--- config.mk ---
export PLATFORM = sky130hd
export DESIGN_NAME = sql_like_wildcard_matcher
export DESIGN_NICKNAME = d
export VERILOG_FILES = /design/src/hdl/slwm_pkg.sv /design/src/hdl/slwm_cell.sv /design/src/hdl/sql_like_wildcard_matcher.sv
export SDC_FILE = /design/constraint.sdc
export NUM_CORES = 1
export LEC_CHECK = 0
export BUFFER_PORTS_ARGS = -buffer_cell sky130_fd_sc_hd__buf_4
export CAP_MARGIN = 20
export CELL_PAD_IN_SITES_DETAIL_PLACEMENT = 1
export CELL_PAD_IN_SITES_GLOBAL_PLACEMENT = 1
export CORE_ASPECT_RATIO = 1.75
export CORE_MARGIN = 1.5
export CORE_UTILIZATION = 55
export DETAILED_ROUTE_END_ITERATION = 8
export MAX_ROUTING_LAYER = met4
export PLACE_DENSITY = 0.82
export SYNTH_ARGS = -nofsm -noshare
export SYNTH_HDL_FRONTEND = slang
export SYNTH_SLANG_ARGS = --single-unit
--- constraint.sdc ---
create_clock -name clk -period 9.39 [get_ports clk]
set_input_delay 0.4695 -clock clk [delete_from_list [all_inputs] [get_ports clk]]
set_output_delay 0.4695 -clock clk [all_outputs]
set_load 0.005 [all_outputs]
--- src/hdl/slwm_pkg.sv ---
`default_nettype none

package slwm_pkg;

    localparam int PATTERN_MAX_DEF = 32;

    localparam logic [7:0] PAD_BYTE = 8'h20;
    localparam logic [7:0] ANY_RUN  = 8'h25;
    localparam logic [7:0] ANY_ONE  = 8'h5F;

    localparam logic KIND_PATTERN = 1'b0;
    localparam logic KIND_SUBJECT = 1'b1;

    localparam int IN_DATA_W  = 16;
    localparam int OUT_DATA_W = 8;

    // Control shared by every cell of the position chain for one subject item.
    typedef struct packed {
        logic       start;
        logic       has;
        logic       upd;
        logic       pad;
        logic [7:0] ch;
    } slwm_ctl_t;

endpackage

`default_nettype wire

--- src/hdl/slwm_cell.sv ---
`default_nettype none

module slwm_cell (
    input  wire               clk,
    input  wire               rst_n,
    input  slwm_pkg::slwm_ctl_t ctl,
    input  wire               home,
    input  wire               wr_en,
    input  wire               valid,
    input  wire               at_end,
    input  wire               carry_in,
    input  wire               adv_in,
    input  wire               tail_in,
    output logic              carry_out,
    output logic              adv_out,
    output logic              tail_out,
    output logic              hit
);
    import slwm_pkg::*;

    logic [7:0] byte_reg;
    logic       act_reg;
    logic       act_next;
    logic       cur;
    logic       closed;
    logic       pct;
    logic       pad_loop;
    logic       nxt;
    logic       vset;
    logic       tail_ok;

    always_comb
    begin
        cur       = ctl.start ? home : act_reg;
        closed    = cur | carry_in;
        pct       = valid & (byte_reg == ANY_RUN);
        carry_out = closed & pct;
        adv_out   = closed & valid & ~pct &
                    ((byte_reg == ANY_ONE) || (byte_reg == ctl.ch));
        pad_loop  = closed & at_end & ctl.pad & (ctl.ch == PAD_BYTE);
        nxt       = carry_out | adv_in | pad_loop;
        vset      = ctl.has ? nxt : cur;
        tail_ok   = (byte_reg == ANY_RUN) ||
                    (ctl.pad && ((byte_reg == ANY_ONE) || (byte_reg == PAD_BYTE)));
        tail_out  = ~valid | (tail_ok & tail_in);
        hit       = vset & tail_out;
        act_next  = ctl.upd ? vset : act_reg;
    end

    always_ff @(posedge clk)
    begin
        if (wr_en)
        begin
            byte_reg <= ctl.ch;
        end
    end

    always_ff @(posedge clk or negedge rst_n)
    begin
        if (!rst_n)
        begin
            act_reg <= 1'b0;
        end
        else
        begin
            act_reg <= act_next;
        end
    end

endmodule

`default_nettype wire

--- src/hdl/sql_like_wildcard_matcher.sv ---
// SQL LIKE pattern matcher.
// The input stream carries one byte per item: tuser selects a pattern byte (0)
// or a subject byte (1), tdata holds the byte and a has-char flag, and tlast
// closes a pattern or a subject. A subject item with tlast yields one result
// item holding the match verdict and the pattern-too-long flag.
// Each stored pattern byte lives in its own cell together with its bit of the
// live-position set; all cells update together, so one item is taken every
// cycle unless the output stalls, a rate set by the single update of the cell
// row. A result is registered and shows in the cycle after the closing subject
// item is accepted; the critical path is the ripple through runs of '%'.
// The output register holds a result until it is taken; while it is full and
// the receiver stalls, the input is not ready.
// Reset empties the pattern, clears the overflow flag and pad mode, leaves no
// subject open. The user writes the pad mode register through cfg_wr_en and
// cfg_wr_data only while no item is in flight; the block does not enforce it.
`default_nettype none

module sql_like_wildcard_matcher #(
    parameter int PATTERN_MAX = slwm_pkg::PATTERN_MAX_DEF
) (
    input  wire                              clk,
    input  wire                              rst_n,
    input  wire                              cfg_wr_en,
    input  wire                              cfg_wr_data,   // pad_mode
    input  wire                              s_axis_tvalid,
    output logic                             s_axis_tready,
    input  wire [slwm_pkg::IN_DATA_W-1:0]    s_axis_tdata,  // char_value[7:0], has_char[8]
    input  wire                              s_axis_tuser,  // kind
    input  wire                              s_axis_tlast,  // last
    output logic                             m_axis_tvalid,
    input  wire                              m_axis_tready,
    output logic [slwm_pkg::OUT_DATA_W-1:0]  m_axis_tdata   // matched[0], pattern_too_long[1]
);
    import slwm_pkg::*;

    localparam int LW = $clog2(PATTERN_MAX + 1);

    logic          pad_reg;
    logic [LW-1:0] len_reg;
    logic [LW-1:0] len_next;
    logic          ovf_reg;
    logic          ovf_next;
    logic          closed_reg;
    logic          closed_next;
    logic          open_reg;
    logic          open_next;
    logic          out_valid_reg;
    logic          out_valid_next;
    logic          matched_reg;
    logic          matched_next;
    logic          too_long_reg;
    logic          too_long_next;

    logic          accept;
    logic          pat_acc;
    logic          sub_acc;
    logic          has;
    logic          lst;
    logic [7:0]    ch;
    logic [LW-1:0] len_eff;
    logic          full;
    logic          any_hit;

    slwm_ctl_t     ctl;

    logic [PATTERN_MAX+1:0] carry;
    logic [PATTERN_MAX+1:0] adv;
    logic [PATTERN_MAX+1:0] tail;
    logic [PATTERN_MAX:0]   hit;

    assign ch  = s_axis_tdata[7:0];
    assign has = s_axis_tdata[8];
    assign lst = s_axis_tlast;

    assign s_axis_tready = ~out_valid_reg | m_axis_tready;
    assign accept  = s_axis_tvalid & s_axis_tready;
    assign pat_acc = accept & (s_axis_tuser == KIND_PATTERN);
    assign sub_acc = accept & (s_axis_tuser == KIND_SUBJECT) & (has | lst);

    assign len_eff = closed_reg ? '0 : len_reg;
    assign full    = (len_eff == LW'(PATTERN_MAX));

    always_comb
    begin
        ctl.start = ~open_reg;
        ctl.has   = has;
        ctl.upd   = sub_acc;
        ctl.pad   = pad_reg;
        ctl.ch    = ch;
    end

    assign carry[0]             = 1'b0;
    assign adv[0]               = 1'b0;
    assign tail[PATTERN_MAX+1]  = 1'b1;

    genvar p;
    generate
        for (p = 0; p <= PATTERN_MAX; p++)
        begin : g_cell
            logic wr_en;
            if (p < PATTERN_MAX)
            begin : g_wr
                assign wr_en = pat_acc & has & ~full & (len_eff == LW'(p));
            end
            else
            begin : g_nowr
                assign wr_en = 1'b0;
            end

            slwm_cell u_cell (
                .clk       (clk),
                .rst_n     (rst_n),
                .ctl       (ctl),
                .home      ((p == 0) ? 1'b1 : 1'b0),
                .wr_en     (wr_en),
                .valid     (LW'(p) < len_reg),
                .at_end    (len_reg == LW'(p)),
                .carry_in  (carry[p]),
                .adv_in    (adv[p]),
                .tail_in   (tail[p+1]),
                .carry_out (carry[p+1]),
                .adv_out   (adv[p+1]),
                .tail_out  (tail[p]),
                .hit       (hit[p])
            );
        end
    endgenerate

    assign any_hit = |hit;

    always_comb
    begin
        len_next       = len_reg;
        ovf_next       = ovf_reg;
        closed_next    = closed_reg;
        open_next      = open_reg;
        out_valid_next = out_valid_reg & ~m_axis_tready;
        matched_next   = matched_reg;
        too_long_next  = too_long_reg;

        if (pat_acc)
        begin
            open_next = 1'b0;
            len_next  = len_eff;
            ovf_next  = closed_reg ? 1'b0 : ovf_reg;
            if (has)
            begin
                if (!full)
                begin
                    len_next = len_eff + LW'(1);
                end
                else
                begin
                    ovf_next = 1'b1;
                end
            end
            closed_next = lst;
        end
        else if (sub_acc)
        begin
            open_next = ~lst;
            if (lst)
            begin
                out_valid_next = 1'b1;
                matched_next   = ~ovf_reg & any_hit;
                too_long_next  = ovf_reg;
            end
        end
    end

    always_ff @(posedge clk or negedge rst_n)
    begin
        if (!rst_n)
        begin
            pad_reg       <= 1'b0;
            len_reg       <= '0;
            ovf_reg       <= 1'b0;
            closed_reg    <= 1'b1;
            open_reg      <= 1'b0;
            out_valid_reg <= 1'b0;
        end
        else
        begin
            if (cfg_wr_en)
            begin
                pad_reg <= cfg_wr_data;
            end
            len_reg       <= len_next;
            ovf_reg       <= ovf_next;
            closed_reg    <= closed_next;
            open_reg      <= open_next;
            out_valid_reg <= out_valid_next;
        end
    end

    always_ff @(posedge clk)
    begin
        matched_reg  <= matched_next;
        too_long_reg <= too_long_next;
    end

    assign m_axis_tvalid = out_valid_reg;
    assign m_axis_tdata  = {{(OUT_DATA_W - 2){1'b0}}, too_long_reg, matched_reg};

endmodule

`default_nettype wire
==> metrics, run 1 <==
status complete, no violations; first-pass detailed-route iteration total 5; CP cell instances buf_4 -> or4_1 -> o21ai_1 -> o311ai_1 -> nand4b_1 -> nand2b_1 -> a31o_2 -> a21oi_1 -> o21ba_2 -> nor4_1 -> nor4_1 -> and4b_1 -> a41oi_2; R2R Path End matched_reg$_DFFE_PP_; max cap viols 0; Yosys cell types 115; Top cell by count, worst path nor4_1; Clk Latency, worst-skew pair 0.58 ns; clk_skew 0.0198 ns; Place WS 4.60 ns; Final Cycle Share 52.7%; sw power roughly 0.94 mW; Initial Utilization 55.9%; compound-gate portion of the synthesized area 15.1%; placed inst area 19300 µm²; RSZ-0062 raised after global routing false; initial antenna violation count 0; Synth Area per Inst 10.3 µm²; hold path depth 2; r2r setup slk 4.44 ns; core area 33700 µm²; post-synthesis mux area share less than 1%; Post-synth EDFFs 258; Tightest Pin Transition 1.18 ns; P&R area growth vs syn 7.41%; prevailing post-synth register cell edfxtp_1; Routed Antenna Nets 0; RR Startpoint len_reg[1]$_DFFE_PN0P_; Horiz. Die Dim 143 µm; cells after synthesis 1841; CTS tree yes; vias in the first global route 17100; Wirelength per Cell 27.4 µm; post-synthesis xor/xnor area fraction between 10% and 20%; Final setup viols 0; clk slew on worst S/H paths 0.07 ns; most frequent cells in the layout edfxtp_1, nand2_1, xnor2_1; Max Slew Vio Count 0; synthesized-area fraction occupied by adder cells less than 1%; Final Wtd Congestion 0.989; Async SR Flop Fraction between 10 and 15%; Worst slew margin 20.9%; Hold Slack around 0.11 ns; Synth Cell Area 18900 µm²; sw frac 29.6%; crit path DAT about 5.3 ns; number of port buffers 20; fin crit period 4.95 ns; Final TNS setup 0 ns; Fmax 0.202 GHz; IO Pins 34; htree depth 1; peak fanout along the critical path 15; Iter 0 DRT Violations 1143; critical path's top delay family compound AO/OA/AOI/OAI gates; Clk pwr share 36.8%; Clock Tree Root clkbuf_16; Fin. Hold Viols 0; hpwl dp around 44000 µm; critical path's largest stage delay a little under 0.7 ns; Pint 2.24 mW; warnings from Yosys 0; CP required roughly 9.7 ns; largest family of logic cells by synthesized area simple AND/OR/NAND/NOR gates; fin area 20300 µm²; Filler cells 3637; vias post-DR between 15000 and 20000; largest net degree at the start of global routing 54; HP Start cfg_wr_en; Seq pwr share about half; cell row count 89; WL final 63100 µm; register area share after synthesis 46.9%; CP max-delay cell dfrtp_1; FF+latch count, synth 302; max reg flops 256; final worst slack approximately 4.4 ns; Comb power frac 15.1%; commonest non-fill, non-tap cell in the layout edfxtp_1; Layout Nets 1855; Worst Setup Start Kind flip-flop; Leak 6.40 nW; maximum root-to-sink buffer count 3; layout cell share with drive strength beyond 1 9.25%; average vias per placed instance about 6.8; DRC 0; WS Path Type flip-flop to flip-flop; CTS buffer count 29; hold worst-path end pad_reg$_DFFE_PN0P_; Hold/Removal Path Class input port to flip-flop; PwrDens roughly 160 nW/µm²; Crit. path cell count 13; total power roughly 3.2 mW; Max IR drop VDD 0.253 mV; first-pass GRT wire length 97100 µm; total grt overflow 0; Worst Path Buf+Inv 1; Setup crit end kind flip-flop; Overall Global Routing Usage 37.5%; Synth Area in Simple Gates 22.1%; path depth of the worst reg2reg path 13; # diodes 0; Die H between 200 and 250 µm; die area between 30000 and 40000 µm²; Sink Count 302
per-stage QoR:
step / std cells / util (%)
2_1_floorplan: 1846 / -
3_3_place_gp: 2243 / 57.2
3_5_place_dp: 2243 / 57.2
4_1_cts: 2297 / 60.0
5_1_grt: 2304 / 60.1
6_report: 2304 / 60.1
worst reg2reg max path, cell delays in order, from the launching register on:
cell      delay, ns
dfrtp_1        0.69
buf_4          0.33
or4_1          0.36
o21ai_1        0.16
o311ai_1       0.62
nand4b_1       0.34
nand2b_1       0.30
a31o_2         0.33
a21oi_1        0.17
o21ba_2        0.25
nor4_1         0.39
nor4_1         0.17
and4b_1        0.24
a41oi_2        0.38
how the worst max path moves through the flow:
stage | slack [ns] | from | to
after global placement | 4.66 | s_axis_tdata[6] | matched_reg$_DFFE_PP_
after global routing | 4.39 | len_reg[1]$_DFFE_PN0P_ | matched_reg$_DFFE_PP_
after floorplan | 6.06 | s_axis_tdata[6] | matched_reg$_DFFE_PP_
after CTS | 4.63 | len_reg[1]$_DFFE_PN0P_ | matched_reg$_DFFE_PP_
final | 4.44 | len_reg[1]$_DFFE_PN0P_ | matched_reg$_DFFE_PP_
after detailed placement | 4.60 | s_axis_tdata[6] | matched_reg$_DFFE_PP_
Yosys cell counts (all sizes together), types with 19 or more instances:
cell      n  area (µm²)
buf      66         369
edfxtp  258        7750
clkbuf   37         139
a31oi    31         200
o21ai    82         422
nand2   179         674
nand3    44         225
xnor2   168        1470
o211ai   19         143
dfrtp    43        1080
inv      20        75.1
nand4    85         532
nor4b    27         264
and2     24         150
nor2    127         477
xor2     88         771
a21oi    82         414
nor4     50         355
nor3     47         252
nand2b   19         119
kinds of logic (layout without fill, tap and decap cells):
logic type                 after synthesis  count (layout)
buffers and inverters                  125             128
muxes                                   12              12
DFF                                    302             302
other                                    1               6
AOI/OAI and AO/OA                      401             401
and+or+nand+nor                        740             740
xor gates and xnor gates               256             256
adders and majority gates                4               4
metal layers:
layer | routed length [µm] | global-route usage, % | share of wire, %
met1 | 22500 | 38.9 | 36
met2 | 32900 | 66.0 | 52
met3 | 3060 | 4.23 | 4.8
met4 | 4700 | 26.1 | 7.4
met5 | 0 | - | 0
power groups by stage:
stage / Sequential [mW] / Clock [mW] / Combinational (mW)
after CTS: 1.53 / 1.18 / 0.468
after detailed placement: 1.55 / 0 / 0.465
after floorplan: 1.52 / 0 / 0.316
final: 1.53 / 1.17 / 0.481
after global placement: 1.55 / 0 / 0.453
after global routing: 1.53 / 1.21 / 0.506
what timing repair did:
action,CTS,global route
endpoints found under the hold margin,43,0
resized for setup,0,0
buffers inserted,0,0
hold buffers,1,0
layout make-up:
cell class	instances	area, µm²	area share (%)
flip-flops and latches	302	8850	43.7
repair buffers	53	390	1.93
multi-input cells	1419	9460	46.6
clock inverters	22	194	0.956
inverters	22	82.6	0.407
well taps	455	569	2.81
clock buffers	31	733	3.62
Power figures use the tool's default switching activity.
==> run 2: changes to the inputs <==
- CORE_UTILIZATION: 55 -> 46
- PLACE_DENSITY: 0.82 -> 0.73
- clock period: 9.39 -> 4.3 ns (I/O delays scaled with it)
==> metrics, run 2 (synthesis gave the netlist of run 1 again) <==
Sink Count 302; Post-Place Cells 2467; CTS buffer count 30; first-pass GRT wire length ~100000 µm; Overall Global Routing Usage 33.3%; Wirelength per Cell about 27 µm; P&R area growth vs syn 14.5%; CP required 4.62 ns; IO Pins 34; # diodes 0; total grt overflow 0; Leak 7.12 nW; post-cts gate resize count 0; Filler cells roughly 4500; cell row count 98; Clk Latency, worst-skew pair 0.59 ns; Tightest Pin Transition 1.09 ns; PwrDens 346 nW/µm²; Iter 0 DRT Violations slightly below 900; Die H 271 µm; DRC 0; Fmax between 0.2 and 0.25 GHz; Setup crit end kind flip-flop; Max IR drop VDD 0.394 mV; number of port buffers 20; WL final 67500 µm; htree depth 1; Setup Fix Bufs, Post-CTS 0; Final setup viols 0; peak fanout along the critical path 7; Fin. Hold Viols 0; first-pass detailed-route iteration total 6; clk slew on worst S/H paths 0.07 ns; hpwl dp 49600 µm; vias post-DR 16200; fin crit period 4.14 ns; maximum root-to-sink buffer count 3; Hold/Removal Path Class input port to flip-flop; layout cell share with drive strength beyond 1 15.1%; Final Instance Count excl. Fillers 2529; RSZ-0062 raised after global routing false; max cap viols 0; Final Wtd Congestion 0.997; Worst Setup Start Kind flip-flop; crit path DAT 4.46 ns; clk_skew 0.0247 ns; die area 42300 µm²; status complete, no violations; Worst slew margin 27.1%; max reg flops 256; Final TNS setup 0 ns; average vias per placed instance 6.40; WS Path Type flip-flop to flip-flop; Final Cycle Share a little over nine tenths; Clock Tree Root clkbuf_16; cts hold-fix bufs 6; Routed Antenna Nets 0; initial antenna violation count 1; Max Slew Vio Count 0; largest net degree at the start of global routing 45; Initial Utilization a little under half; core area approximately 40000 µm²; most frequent cells in the layout edfxtp_1, nand2_1, xnor2_1; CTS tree yes; vias in the first global route 17700; commonest non-fill, non-tap cell in the layout edfxtp_1; Layout Nets 1983; Horiz. Die Dim roughly 160 µm
-- run 2: changes by cell type in the layout (fill, tap and decap cells not counted), sizes merged, moves of 2 or more --
cell	previous run	this run
clkbuf	34	32
inv	23	27
bufinv	2	5
dlygate4sd3	1	6
buf	49	174
clkinv	14	10
-- run 2: worst paths after layout --
| path | from | to | slack [ns] | cells past startpoint |
|---|---|---|---|---|
| worst max-delay path | len_reg[2]$_DFFE_PN0P_ | matched_reg$_DFFE_PP_ | 0.16 | 14 |
| worst min register to register | g_cell[32].u_cell.act_reg$_DFFE_PN0P_ | g_cell[32].u_cell.act_reg$_DFFE_PN0P_ | 0.50 | 2 |
| max in group asynchronous | rst_n | open_reg$_DFFE_PN0P_ | 3.51 | 2 |
| worst max register to register | len_reg[2]$_DFFE_PN0P_ | matched_reg$_DFFE_PP_ | 0.16 | 14 |
| worst min-delay path | s_axis_tdata[3] | g_cell[10].u_cell.byte_reg[3]$_DFFE_PP_ | 0.03 | 1 |
| min in group asynchronous | rst_n | g_cell[30].u_cell.act_reg$_DFFE_PN0P_ | 0.22 | 2 |
-- run 2: layer usage --
metal | part of all wire [%] | vias up | track usage (%)
met5 | 0 | - | -
met4 | 6.7 | 0 | 20.0
met3 | 4.1 | 242 | 3.49
met2 | 54 | 501 | 60.7
met1 | 35 | 8209 | 33.8
li1 | - | 7221 | -
-- run 2: where the power goes --
| group | switching [mW] | internal [mW] |
|---|---|---|
| registers | 0.0410 | 3.22 |
| logic | 0.899 | 0.444 |
| clock network | 1.23 | 1.64 |
-- run 2: critical path: stages, from the launching register on --
cell and delay, ns:
dfrtp_1 0.42, or4_1 0.67, a21oi_1 0.31, a21oi_1 0.10, a21boi_1 0.26, nor4_1 0.09, a31o_2 0.34, buf_4 0.16
a21oi_2 0.33, o21ai_1 0.13, buf_4 0.17, a31oi_1 0.30, o21ai_1 0.10, a32oi_1 0.29, a41oi_2 0.18
-- run 2: area by class of cell --
cell class | count | area [µm²] | area share (%)
Tap cell | 550 | 688 | 3.18
Multi-Input combinational cell | 1419 | 9460 | 43.7
Clock inverter | 24 | 284 | 1.31
Sequential cell | 302 | 8850 | 40.9
Timing Repair Buffer | 180 | 1480 | 6.84
Inverter | 22 | 82.6 | 0.382
Clock buffer | 32 | 779 | 3.61
-- run 2: per-stage QoR --
stage | hold slack (ns) | power [mW] | util [%] | area (µm²) | worst slack (ns)
3_5_place_dp | 0.314 | 4.62 | 50.4 | 20500 | 0.244
5_1_grt | 0.0198 | 7.64 | 53.1 | 21600 | 0.0179
6_report | 0.0250 | 7.47 | 53.1 | 21600 | 0.157
2_1_floorplan | -0.0806 | 4.00 | - | 18900 | 1.03
4_1_cts | 0.00642 | 7.47 | 53.1 | 21600 | 0.212
3_3_place_gp | 0.309 | 4.59 | 50.4 | 20500 | 0.345
==> run 3: changes to the inputs <==
- CORE_UTILIZATION: 46 -> 43
- PLACE_DENSITY: 0.73 -> 0.68
==> metrics, run 3 (synthesis gave the netlist of run 1 again) <==
vias post-DR 15900; core area 43300 µm²; Post-Place Cells 2477; Routed Antenna Nets 0; first-pass detailed-route iteration total 5; PwrDens 330 nW/µm²; Setup crit end kind flip-flop; vias in the first global route 17000; commonest non-fill, non-tap cell in the layout edfxtp_1; critical path's top delay family simple AND/OR/NAND/NOR gates; # diodes 0; clk slew on worst S/H paths 0.07 ns; average vias per placed instance between 6 and 7; HP Start cfg_wr_en; hpwl dp 48600 µm; Final TNS setup 0 ns; CP max-delay cell or4_1; CTS buffer count 29; Leak 7.03 nW; critical path's largest stage delay ~0.59 ns; Iter 0 DRT Violations 881; htree depth 1; WL final 66400 µm; Die H 280 µm; Hold/Removal Path Class input port to flip-flop; Horiz. Die Dim 161 µm; path depth of the worst reg2reg path 14; number of port buffers 20; most frequent cells in the layout edfxtp_1, nand2_1, xnor2_1; Worst Setup Start Kind flip-flop; P&R area growth vs syn 13.7%; Initial Utilization 43.6%; Worst slew margin 27.3%; max cap viols 0; clk_skew 0.0253 ns; Crit. path cell count 14; Final setup viols 0; RR Startpoint len_reg[3]$_DFFE_PN0P_; CP required 4.59 ns; Setup Fix Bufs, Post-CTS 0; Filler cells about 4700; Fin. Hold Viols 0; Fmax 0.239 GHz; Layout Nets 1974; largest net degree at the start of global routing between 40 and 50; Clock Tree Root clkbuf_16; hold path depth 2; Max Slew Vio Count 0; initial antenna violation count 0; DRC 0; R2R Path End matched_reg$_DFFE_PP_; Tightest Pin Transition 1.09 ns; maximum root-to-sink buffer count 3; die area between 40000 and 50000 µm²; CTS tree yes; Worst Path Buf+Inv 2; fin crit period 4.18 ns; crit path DAT 4.47 ns; Wirelength per Cell between 20 and 30 µm; layout cell share with drive strength beyond 1 14.5%; Overall Global Routing Usage 30.7%; Clk Latency, worst-skew pair 0.59 ns; cell row count 101; total grt overflow 0; IO Pins 34; Sink Count 302; hold worst-path end pad_reg$_DFFE_PN0P_; status complete, no violations; max reg flops 256; Final Wtd Congestion 0.983; Final Cycle Share 97.1%; WS Path Type flip-flop to flip-flop; r2r setup slk roughly 0.12 ns; peak fanout along the critical path 6; first-pass GRT wire length 102000 µm; CP cell instances or4_1 -> buf_4 -> a21oi_1 -> a21oi_1 -> a21boi_1 -> nor4_1 -> a31o_2 -> buf_4 -> a41oi_1 -> nand4b_1 -> o41ai_2 -> nor4_1 -> and4b_1 -> a41oi_2; Final Instance Count excl. Fillers 2532; RSZ-0062 raised after global routing false; Max IR drop VDD roughly 0.33 mV; final core occ 49.5%
==> run 3: per-layer routing <==
layer	up-vias	wire length, µm	GRT usage (%)	part of all wire, %
met5	-	0	-	0
li1	7194	-	-	-
met1	8028	24100	31.6	36
met4	0	4390	18.1	6.6
met3	219	2360	3.10	3.5
met2	414	35600	56.0	54
==> run 3: layout make-up <==
type,instances,area [µm²],share of cell area [%]
Inverter,22,82.6,0.385
Timing Repair Buffer,172,1440,6.70
Clock inverter,15,135,0.630
Tap cell,566,708,3.30
Multi-Input combinational cell,1419,9470,44.1
Clock buffer,36,772,3.60
Sequential cell,302,8850,41.2
==> run 3: through the flow <==
step,worst slack (ns),cell area [µm²],total power [mW],hold slack (ns)
finish,0.123,21500,7.08,0.0476
global route,0.00145,21500,7.28,0.0364
CTS,0.102,21400,7.10,0.0117
detailed placement,0.127,20500,4.58,0.341
global placement,0.163,20500,4.56,0.347
floorplan,1.03,18900,4.00,-0.0806
==> run 3: repair_timing <==
action | in CTS | in global routing
endpoints found under the hold margin | 46 | 0
setup endpoints to repair | 0 | 1
gates resized for setup | 0 | 4
hold buffers | 4 | 0
==> run 3: report_power, final <==
part	switching [mW]	total, mW	leakage (nW)	internal, mW
logic	0.865	1.29	3.67	0.423
registers	0.0391	3.26	2.91	3.22
clock network	1.14	2.53	0.447	1.39
==> run 3: worst max path at each step <==
stage | startpoint | endpoint
finish | len_reg[3]$_DFFE_PN0P_ | matched_reg$_DFFE_PP_
global route | g_cell[1].u_cell.byte_reg[3]$_DFFE_PP_ | matched_reg$_DFFE_PP_
CTS | len_reg[2]$_DFFE_PN0P_ | matched_reg$_DFFE_PP_
detailed placement | len_reg[2]$_DFFE_PN0P_ | matched_reg$_DFFE_PP_
global placement | len_reg[2]$_DFFE_PN0P_ | matched_reg$_DFFE_PP_
floorplan | len_reg[0]$_DFFE_PN0P_ | matched_reg$_DFFE_PP_
